$ cat config.mk
export PLATFORM = sky130hd
export DESIGN_NAME = lru_byte_budget_cache_top
export DESIGN_NICKNAME = d
export VERILOG_FILES = /design/src/design/lbbc_pkg.sv /design/src/design/lru_byte_budget_cache_top.sv
export SDC_FILE = /design/constraint.sdc
export NUM_CORES = 2
export LEC_CHECK = 0
export BUFFER_PORTS_ARGS = -buffer_cell sky130_fd_sc_hd__buf_2
export CAP_MARGIN = 10
export CORE_MARGIN = 1.5
export CORE_UTILIZATION = 30
export CTS_BUF_LIST = sky130_fd_sc_hd__clkbuf_8 sky130_fd_sc_hd__clkbuf_16
export DETAILED_ROUTE_END_ITERATION = 6
export GPL_ROUTABILITY_DRIVEN = 0
export PLACE_DENSITY = 0.53
export SLEW_MARGIN = 20
export SYNTH_ARGS = -nofsm -noshare
export SYNTH_HDL_FRONTEND = slang
export SYNTH_SLANG_ARGS = --single-unit
$ cat constraint.sdc
create_clock -name clk_i -period 12.82 [get_ports clk_i]
set_clock_uncertainty 0.2 [all_clocks]
set_input_delay 1.282 -clock clk_i [delete_from_list [all_inputs] [get_ports clk_i]]
set_output_delay 1.282 -clock clk_i [all_outputs]
set_load 0.1 [all_outputs]
$ cat src/design/lbbc_pkg.sv
// ----------------------------------------------------------------------------
// lbbc_pkg
// Shared constants and types for the byte-budget LRU cache.
// ----------------------------------------------------------------------------
package lbbc_pkg;

  localparam int ENTRIES = 32;
  localparam int IDX_W   = $clog2(ENTRIES);
  localparam int CNT_W   = $clog2(ENTRIES + 1);
  localparam int FID_W   = 32;
  localparam int MIP_W   = 4;
  localparam int KEY_W   = FID_W + MIP_W;
  localparam int COST_W  = 31;
  localparam int TOT_W   = 40;
  localparam int DIM_W   = 15;
  localparam int N_W     = 2 * DIM_W;

  // cost = ((n * 0x55555555) >> 30) * 4 + 1024, split in two partial products
  localparam logic [15:0] COST_MUL_LO = 16'h5555;
  localparam logic [14:0] COST_MUL_HI = 15'h5555;
  localparam logic [32:0] COST_BASE   = 33'd1024;
  localparam logic [COST_W-1:0] COST_MAX = '1;
  localparam logic [TOT_W-1:0]  TOT_MAX  = '1;

  localparam logic [1:0] REQ_ACCESS = 2'd0;
  localparam logic [1:0] REQ_SHRINK = 2'd1;
  localparam logic [1:0] REQ_CLEAR  = 2'd2;

  localparam logic [2:0] KIND_HIT     = 3'd0;
  localparam logic [2:0] KIND_INSERT  = 3'd1;
  localparam logic [2:0] KIND_FULL    = 3'd2;
  localparam logic [2:0] KIND_EVICT   = 3'd3;
  localparam logic [2:0] KIND_SHRUNK  = 3'd4;
  localparam logic [2:0] KIND_CLEARED = 3'd5;

  typedef struct packed {
    logic [KEY_W-1:0]  key;
    logic [COST_W-1:0] cost;
    logic [IDX_W-1:0]  rank;
  } entry_t;

endpackage

$ cat src/design/lru_byte_budget_cache_top.sv
// ----------------------------------------------------------------------------
// lru_byte_budget_cache_top
// LRU table of cached entries with byte-budget eviction.
// ----------------------------------------------------------------------------
// Access: one table sweep, then a second rank sweep on a hit, or on a miss the
//   cost multiply and write states; a full table gives a KIND_FULL result.
// Shrink: each eviction is a budget check, a memory sweep and a commit; a final
//   check ends it with the closing result. Unused request codes are ignored.
// One transaction at a time. Results are single-cycle strobes; no stall.
// Reset empties the table and loads the default budget; no clearing pass.
module lru_byte_budget_cache_top (
  input  logic                          clk_i,
  input  logic                          rst_ni,
  input  logic                          start,
  output logic                          busy,
  input  logic [1:0]                    req_type_i,
  input  logic [lbbc_pkg::FID_W-1:0]    file_id_i,
  input  logic [lbbc_pkg::MIP_W-1:0]    mip_level_i,
  input  logic                          load_ok_i,
  input  logic [lbbc_pkg::DIM_W-1:0]    tex_width_i,
  input  logic [lbbc_pkg::DIM_W-1:0]    tex_height_i,
  input  logic                          cfg_valid_i,
  output logic                          cfg_ready_o,
  input  logic [lbbc_pkg::TOT_W-1:0]    cfg_data_i,
  output logic                          res_valid_o,
  output logic [2:0]                    result_kind_o,
  output logic [lbbc_pkg::IDX_W-1:0]    slot_o,
  output logic [lbbc_pkg::FID_W-1:0]    out_file_id_o,
  output logic [lbbc_pkg::MIP_W-1:0]    out_mip_level_o,
  output logic [lbbc_pkg::TOT_W-1:0]    total_bytes_o,
  output logic                          last_o
);

  localparam logic [lbbc_pkg::IDX_W-1:0] LAST_IDX = lbbc_pkg::IDX_W'(lbbc_pkg::ENTRIES - 1);
  localparam logic [lbbc_pkg::CNT_W-1:0] FULL_CNT = lbbc_pkg::CNT_W'(lbbc_pkg::ENTRIES);

  typedef enum logic [3:0] {
    ST_IDLE, ST_LOOK, ST_TOUCH, ST_INS_N, ST_INS_LO, ST_INS_HI, ST_INS_COST,
    ST_INS_WR, ST_SHR_CHK, ST_EVICT
  } state_e;

  state_e                          state_q;
  logic [lbbc_pkg::ENTRIES-1:0]    valid_q;
  logic [lbbc_pkg::CNT_W-1:0]      count_q;
  logic [lbbc_pkg::TOT_W-1:0]      total_q;
  logic [lbbc_pkg::TOT_W-1:0]      budget_q;

  logic [lbbc_pkg::KEY_W-1:0]      key_q;
  logic                            load_ok_q;
  logic [lbbc_pkg::DIM_W-1:0]      w_q, h_q;
  logic [lbbc_pkg::N_W-1:0]        n_q;
  logic [45:0]                     plo_q;
  logic [44:0]                     phi_q;
  logic [lbbc_pkg::COST_W-1:0]     cost_q;

  logic                            sweep_on_q, chk_v_q;
  logic [lbbc_pkg::IDX_W-1:0]      ctr_q, chk_idx_q;
  logic                            hit_q;
  logic [lbbc_pkg::IDX_W-1:0]      hit_slot_q, hit_rank_q;
  logic [lbbc_pkg::IDX_W-1:0]      vic_slot_q;
  logic [lbbc_pkg::KEY_W-1:0]      vic_key_q;
  logic [lbbc_pkg::COST_W-1:0]     vic_cost_q;
  logic                            evict_pend_q;

  lbbc_pkg::entry_t                mem_q [lbbc_pkg::ENTRIES];
  lbbc_pkg::entry_t                rd_q, mem_wd;
  logic                            mem_we;
  logic [lbbc_pkg::IDX_W-1:0]      mem_wa;

  logic [lbbc_pkg::IDX_W-1:0]      free_slot;
  logic                            sweep_end, chk_live;
  logic [60:0]                     prod;
  logic [32:0]                     cost_raw;
  logic [lbbc_pkg::TOT_W:0]        tot_sum;
  logic [lbbc_pkg::TOT_W-1:0]      tot_evict;
  logic [lbbc_pkg::CNT_W-1:0]      count_m1;

  assign busy        = (state_q != ST_IDLE);
  assign cfg_ready_o = 1'b1;
  assign sweep_end   = chk_v_q && (chk_idx_q == LAST_IDX);
  assign chk_live    = chk_v_q && valid_q[chk_idx_q];
  assign count_m1    = count_q - lbbc_pkg::CNT_W'(1);

  assign prod     = {phi_q, 16'b0} + {15'b0, plo_q};
  assign cost_raw = {prod[60:30], 2'b00} + lbbc_pkg::COST_BASE;
  assign tot_sum  = {1'b0, total_q} + {10'b0, cost_q};
  assign tot_evict = (count_m1 == '0) ? '0 :
                     (total_q > {9'b0, vic_cost_q}) ? total_q - {9'b0, vic_cost_q} : '0;

  always_comb begin
    free_slot = '0;
    for (int i = lbbc_pkg::ENTRIES - 1; i >= 0; i--) begin
      if (!valid_q[i]) free_slot = lbbc_pkg::IDX_W'(i);
    end
  end

  always_comb begin
    mem_we = 1'b0;
    mem_wa = chk_idx_q;
    mem_wd = rd_q;
    case (state_q)
      ST_TOUCH: begin
        if (chk_live) begin
          if (chk_idx_q == hit_slot_q) begin
            mem_we      = 1'b1;
            mem_wd.rank = count_m1[lbbc_pkg::IDX_W-1:0];
          end else if (rd_q.rank > hit_rank_q) begin
            mem_we      = 1'b1;
            mem_wd.rank = rd_q.rank - lbbc_pkg::IDX_W'(1);
          end
        end
      end
      ST_EVICT: begin
        if (chk_live && rd_q.rank != '0) begin
          mem_we      = 1'b1;
          mem_wd.rank = rd_q.rank - lbbc_pkg::IDX_W'(1);
        end
      end
      ST_INS_WR: begin
        mem_we = 1'b1;
        mem_wa = free_slot;
        mem_wd = '{key: key_q, cost: cost_q, rank: count_q[lbbc_pkg::IDX_W-1:0]};
      end
      default: ;
    endcase
  end

  always_ff @(posedge clk_i) begin
    if (mem_we) mem_q[mem_wa] <= mem_wd;
    rd_q <= mem_q[ctr_q];
  end

  always_ff @(posedge clk_i or negedge rst_ni) begin
    if (!rst_ni) begin
      state_q     <= ST_IDLE;
      valid_q     <= '0;
      count_q     <= '0;
      total_q     <= '0;
      budget_q    <= lbbc_pkg::TOT_W'(268435456);
      sweep_on_q  <= 1'b0;
      chk_v_q     <= 1'b0;
      ctr_q       <= '0;
      res_valid_o <= 1'b0;
    end else begin
      res_valid_o <= 1'b0;
      if (cfg_valid_i && cfg_ready_o) budget_q <= cfg_data_i;

      chk_idx_q <= ctr_q;
      chk_v_q   <= sweep_on_q;
      if (sweep_on_q) begin
        ctr_q <= ctr_q + lbbc_pkg::IDX_W'(1);
        if (ctr_q == LAST_IDX) sweep_on_q <= 1'b0;
      end

      unique case (state_q)
        ST_IDLE: begin
          if (start) begin
            key_q     <= {file_id_i, mip_level_i};
            load_ok_q <= load_ok_i;
            w_q       <= tex_width_i;
            h_q       <= tex_height_i;
            hit_q     <= 1'b0;
            case (req_type_i)
              lbbc_pkg::REQ_ACCESS: begin
                state_q    <= ST_LOOK;
                sweep_on_q <= 1'b1;
                ctr_q      <= '0;
              end
              lbbc_pkg::REQ_SHRINK: state_q <= ST_SHR_CHK;
              lbbc_pkg::REQ_CLEAR: begin
                valid_q         <= '0;
                count_q         <= '0;
                total_q         <= '0;
                res_valid_o     <= 1'b1;
                result_kind_o   <= lbbc_pkg::KIND_CLEARED;
                slot_o          <= '0;
                out_file_id_o   <= '0;
                out_mip_level_o <= '0;
                total_bytes_o   <= '0;
                last_o          <= 1'b1;
              end
              default: ;
            endcase
          end
        end
        ST_LOOK: begin
          if (chk_live && rd_q.key == key_q) begin
            hit_q      <= 1'b1;
            hit_slot_q <= chk_idx_q;
            hit_rank_q <= rd_q.rank;
          end
          if (sweep_end) begin
            if (hit_q || (chk_live && rd_q.key == key_q)) begin
              state_q    <= ST_TOUCH;
              sweep_on_q <= 1'b1;
              ctr_q      <= '0;
            end else if (count_q >= FULL_CNT || valid_q == '1) begin
              state_q         <= ST_IDLE;
              res_valid_o     <= 1'b1;
              result_kind_o   <= lbbc_pkg::KIND_FULL;
              slot_o          <= '0;
              out_file_id_o   <= '0;
              out_mip_level_o <= '0;
              total_bytes_o   <= total_q;
              last_o          <= 1'b1;
            end else begin
              state_q <= ST_INS_N;
            end
          end
        end
        ST_TOUCH: begin
          if (sweep_end) begin
            state_q         <= ST_IDLE;
            res_valid_o     <= 1'b1;
            result_kind_o   <= lbbc_pkg::KIND_HIT;
            slot_o          <= hit_slot_q;
            out_file_id_o   <= key_q[lbbc_pkg::KEY_W-1:lbbc_pkg::MIP_W];
            out_mip_level_o <= key_q[lbbc_pkg::MIP_W-1:0];
            total_bytes_o   <= total_q;
            last_o          <= 1'b1;
          end
        end
        ST_INS_N: begin
          n_q     <= w_q * h_q;
          state_q <= ST_INS_LO;
        end
        ST_INS_LO: begin
          plo_q   <= n_q * lbbc_pkg::COST_MUL_LO;
          state_q <= ST_INS_HI;
        end
        ST_INS_HI: begin
          phi_q   <= n_q * lbbc_pkg::COST_MUL_HI;
          state_q <= ST_INS_COST;
        end
        ST_INS_COST: begin
          if (!load_ok_q) cost_q <= '0;
          else if (cost_raw > {2'b0, lbbc_pkg::COST_MAX}) cost_q <= lbbc_pkg::COST_MAX;
          else cost_q <= cost_raw[lbbc_pkg::COST_W-1:0];
          state_q <= ST_INS_WR;
        end
        ST_INS_WR: begin
          valid_q[free_slot] <= 1'b1;
          count_q            <= count_q + lbbc_pkg::CNT_W'(1);
          total_q            <= tot_sum[lbbc_pkg::TOT_W] ? lbbc_pkg::TOT_MAX
                                                         : tot_sum[lbbc_pkg::TOT_W-1:0];
          state_q            <= ST_IDLE;
          res_valid_o        <= 1'b1;
          result_kind_o      <= lbbc_pkg::KIND_INSERT;
          slot_o             <= free_slot;
          out_file_id_o      <= key_q[lbbc_pkg::KEY_W-1:lbbc_pkg::MIP_W];
          out_mip_level_o    <= key_q[lbbc_pkg::MIP_W-1:0];
          total_bytes_o      <= tot_sum[lbbc_pkg::TOT_W] ? lbbc_pkg::TOT_MAX
                                                         : tot_sum[lbbc_pkg::TOT_W-1:0];
          last_o             <= 1'b1;
        end
        ST_SHR_CHK: begin
          if (evict_pend_q) begin
            // victim commit; the budget check runs again next cycle
            valid_q[vic_slot_q] <= 1'b0;
            count_q             <= count_m1;
            total_q             <= tot_evict;
            res_valid_o         <= 1'b1;
            result_kind_o       <= lbbc_pkg::KIND_EVICT;
            slot_o              <= vic_slot_q;
            out_file_id_o       <= vic_key_q[lbbc_pkg::KEY_W-1:lbbc_pkg::MIP_W];
            out_mip_level_o     <= vic_key_q[lbbc_pkg::MIP_W-1:0];
            total_bytes_o       <= tot_evict;
            last_o              <= 1'b0;
          end else if (total_q > budget_q && count_q != '0) begin
            state_q    <= ST_EVICT;
            sweep_on_q <= 1'b1;
            ctr_q      <= '0;
          end else begin
            if (count_q == '0) total_q <= '0;
            state_q         <= ST_IDLE;
            res_valid_o     <= 1'b1;
            result_kind_o   <= lbbc_pkg::KIND_SHRUNK;
            slot_o          <= '0;
            out_file_id_o   <= '0;
            out_mip_level_o <= '0;
            total_bytes_o   <= (count_q == '0) ? '0 : total_q;
            last_o          <= 1'b1;
          end
        end
        ST_EVICT: begin
          if (chk_live && rd_q.rank == '0) begin
            vic_slot_q <= chk_idx_q;
            vic_key_q  <= rd_q.key;
            vic_cost_q <= rd_q.cost;
          end
          // victim of the final slot is taken from the read port directly
          if (sweep_end) begin
            state_q <= ST_SHR_CHK;
            if (chk_live && rd_q.rank == '0) begin
              vic_slot_q <= chk_idx_q;
              vic_key_q  <= rd_q.key;
              vic_cost_q <= rd_q.cost;
            end
          end
        end
        default: state_q <= ST_IDLE;
      endcase
    end
  end

  // Marks the ST_SHR_CHK cycle that commits the victim of the last sweep.
  always_ff @(posedge clk_i or negedge rst_ni) begin
    if (!rst_ni) begin
      evict_pend_q <= 1'b0;
    end else begin
      evict_pend_q <= (state_q == ST_EVICT) && sweep_end;
    end
  end

  property p_count_bound;
    @(posedge clk_i) disable iff (!rst_ni) count_q <= FULL_CNT;
  endproperty
  a_count_bound: assert property (p_count_bound) else $error("entry count overflow");

  property p_count_pop;
    @(posedge clk_i) disable iff (!rst_ni)
      (state_q == ST_IDLE) |-> ($countones(valid_q) == 32'(count_q));
  endproperty
  a_count_pop: assert property (p_count_pop) else $error("count and valid bits disagree");

  property p_last_idle;
    @(posedge clk_i) disable iff (!rst_ni) (res_valid_o && last_o) |-> !busy;
  endproperty
  a_last_idle: assert property (p_last_idle) else $error("busy after final result");

  property p_access_busy;
    @(posedge clk_i) disable iff (!rst_ni)
      (start && !busy && req_type_i == lbbc_pkg::REQ_ACCESS) |=> busy;
  endproperty
  a_access_busy: assert property (p_access_busy) else $error("access not taken");

endmodule
==> flow_summary.ini <==
[run_status]
status = complete, no violations

[yosys]
synth_area_leaders = edfxtp_1, mux4_2, fa_1
synth_common_cells = edfxtp_1, mux4_2, nand2_1
post-synth-top-count-cell = edfxtp_1
syn_inst = 7670
netlist-cell-type-count = 98
synth_top_area_share = 0.6142
ys.flop_type = edfxtp_1
synth-edff-count = 2678
yosysWarnings = 0
async_flop_share = 0.04547
synth-seq-area-share = 0.6502
synth_nets = 8516
avgSynthCellArea_um2 = 17.07
netlist_area_um2 = 130900
synth_top_area_cell = edfxtp_1
ys_seq_elements = 2881

[floorplanning]
placementRows = 242
core_um2 = 434500
chipHeight_um = 663.7
io_pins = 201
fp.dieW_um = 663.7
initial_core_util = 0.3014
dieArea_um2 = 440400

[flow_run]
maxCapViolations = 0

[final_layout]
area_delta_synth_final_pct = 14.43
final_nets = 8845
n_fill_cell = 40810
multi_input_area_um2 = 42860
drive_gt1_frac = 0.2075
seq_area_um2 = 85160

[detailed_routing]
drcViolationCount = 0
via_per_inst = 5.129
dr.pass1.iters = 7
wl_per_cell_um = 25.77
drt_first_iter_violations = 7543
wl_um = 360700
postRouteAntennaNets = 0
vias = 71790

[grt]
grt_overflow = 0
grt_pass1_wl_um = 520700
grt_pass1_vias = 73560
antenna_found_initial = 23
grt_max_degree = 137
globalRouteTotalUtil = 0.1597

[timing]
fmax_mhz = 136.1
hold_viol = 0
finalMaxSlewViolations = 0
timing.final.crit_share = 0.5730
rsz0062_at_grt = false
slew_headroom = 0.2063
fin_crit_ps = 7346
setup_violations = 0
final.setup.tns_ps = 0
worst_slack_ps = 5474
tightest_slew_ps = 1175

[placement]
pre_cts_ws_ps = 5465
hpwlAfterDp_um = 213400
port_buffers = 199

[cts]
clock-sinks = 2881
cts.clk_slew.worst_paths_ps = 60
htree_levels = 5
root_buffer = clkbuf_16
cts_tree = yes
numCtsBuffers = 312
cts_resized = 0
clk_path_buf_depth = 4
clkLatencyLatePin_ps = 950

[setup_path]
crit_required_ps = 13240
crit_path_start_kind = flip-flop
arrival_ps = 7760
worstSetupPathType = flip-flop to flip-flop
crit_fanout = 15
cp-end-kind = flip-flop

[hold_path]
hold_class = flip-flop to flip-flop
flip-flops by register name (all words and copies together), names as in the netlist, 32 cells and up, named ones only:
register	flops
total_q	40
mem_q	2304
budget_q	40
rd_q	72
out_file_id_o	32
key_q	36
phi_q	45
total_bytes_o	40
valid_q	32
timing repair:
item                      4_1_cts  5_1_grt
hold buffers                    1        0
buffers inserted                0        0
hold endpoints to repair        4        0
layer usage:
layer	GRT usage	vias to the layer above	routed length, um	part of all wire
li1	-	30300	-	-
met1	0.2334	38530	164300	0.46
met2	0.2525	2458	166800	0.46
met3	0.01982	500	21120	0.059
met4	0.03956	2	8495	0.024
met5	0	-	18	0.000050
logic make-up (layout without fill, tap and decap cells):
kind of cell | after synthesis | after routing | share of synthesized area
AO/OA/AOI/OAI | 900 | 900 | 0.04524
XOR/XNOR | 197 | 197 | 0.01318
adder cells (fa/ha/maj) | 734 | 734 | 0.08864
buffers and inverters | 874 | 1464 | 0.02532
flip-flops | 2881 | 2881 | 0.6502
multiplexers | 813 | 813 | 0.1326
other | 1 | 4 | 0.00002864
AND/OR/NAND/NOR | 1270 | 1270 | 0.04475
critical path, cell delays in order (launching register included):
cell	delay, ps
edfxtp_1	690
nand2_1	150
fa_1	570
inv_1	60
fa_1	460
fa_1	510
inv_1	50
fa_1	490
fa_1	490
inv_1	50
fa_1	430
ha_1	360
a21oi_1	260
o21ai_0	170
a211oi_1	430
o31ai_1	240
o41ai_1	450
o2111ai_1	250
a21oi_1	190
o21bai_1	100
a21o_1	180
a21oi_1	160
xnor2_1	90
layout by cell type, fill, tap and decap left out, types with 110 or more instances in the layout:
master	instances
fa_1	323
xnor2_1	119
clkbuf_16	322
buf_4	110
and2_1	118
nand2_1	626
ha_1	410
buf_2	198
dfrtp_1	125
inv_1	622
mux4_2	730
edfxtp_1	2678
o21ai_0	250
a21oi_1	206
nor2_1	151
cell type report:
class,instances,share of cell area
flip-flops and latches,2881,0.5684
multi-input cells,3915,0.2861
clock buffers,354,0.05672
well taps,5734,0.04788
inverters,566,0.01418
repair buffers,323,0.01389
clock inverters,221,0.01283
diodes,3,0.00005011
path summary, 6_finish.rpt:
path,start,endpoint,slack [ps],depth (start not counted)
setup / recovery,w_q[7],n_q[29],5470,22
hold / removal,rd_q[21],flip-flop,230,0
setup reg to reg,w_q[7],n_q[29],5470,22
hold reg to reg,rd_q[21],flip-flop,230,0
max in group asynchronous,rst_ni,total_q[26],10760,3
min in group asynchronous,rst_ni,total_q[2],640,2
through the flow:
stage / std cells / instance area [um^2] / hold WS (ps) / utilization
2_1_floorplan: 7670 / 130900 / 152.0 / -
3_5_place_dp: 13420 / 139400 / 220.0 / 0.3208
5_1_grt: 14000 / 149800 / 240.5 / 0.3448
3_3_place_gp: 13420 / 139300 / 217.9 / 0.3207
6_report: 14000 / 149800 / 229.8 / 0.3448
4_1_cts: 13990 / 149800 / 220.6 / 0.3448
Power is left out: the tool's default activity adds up to more than one toggle a clock period on the data nets, which glitch-free logic cannot reach.
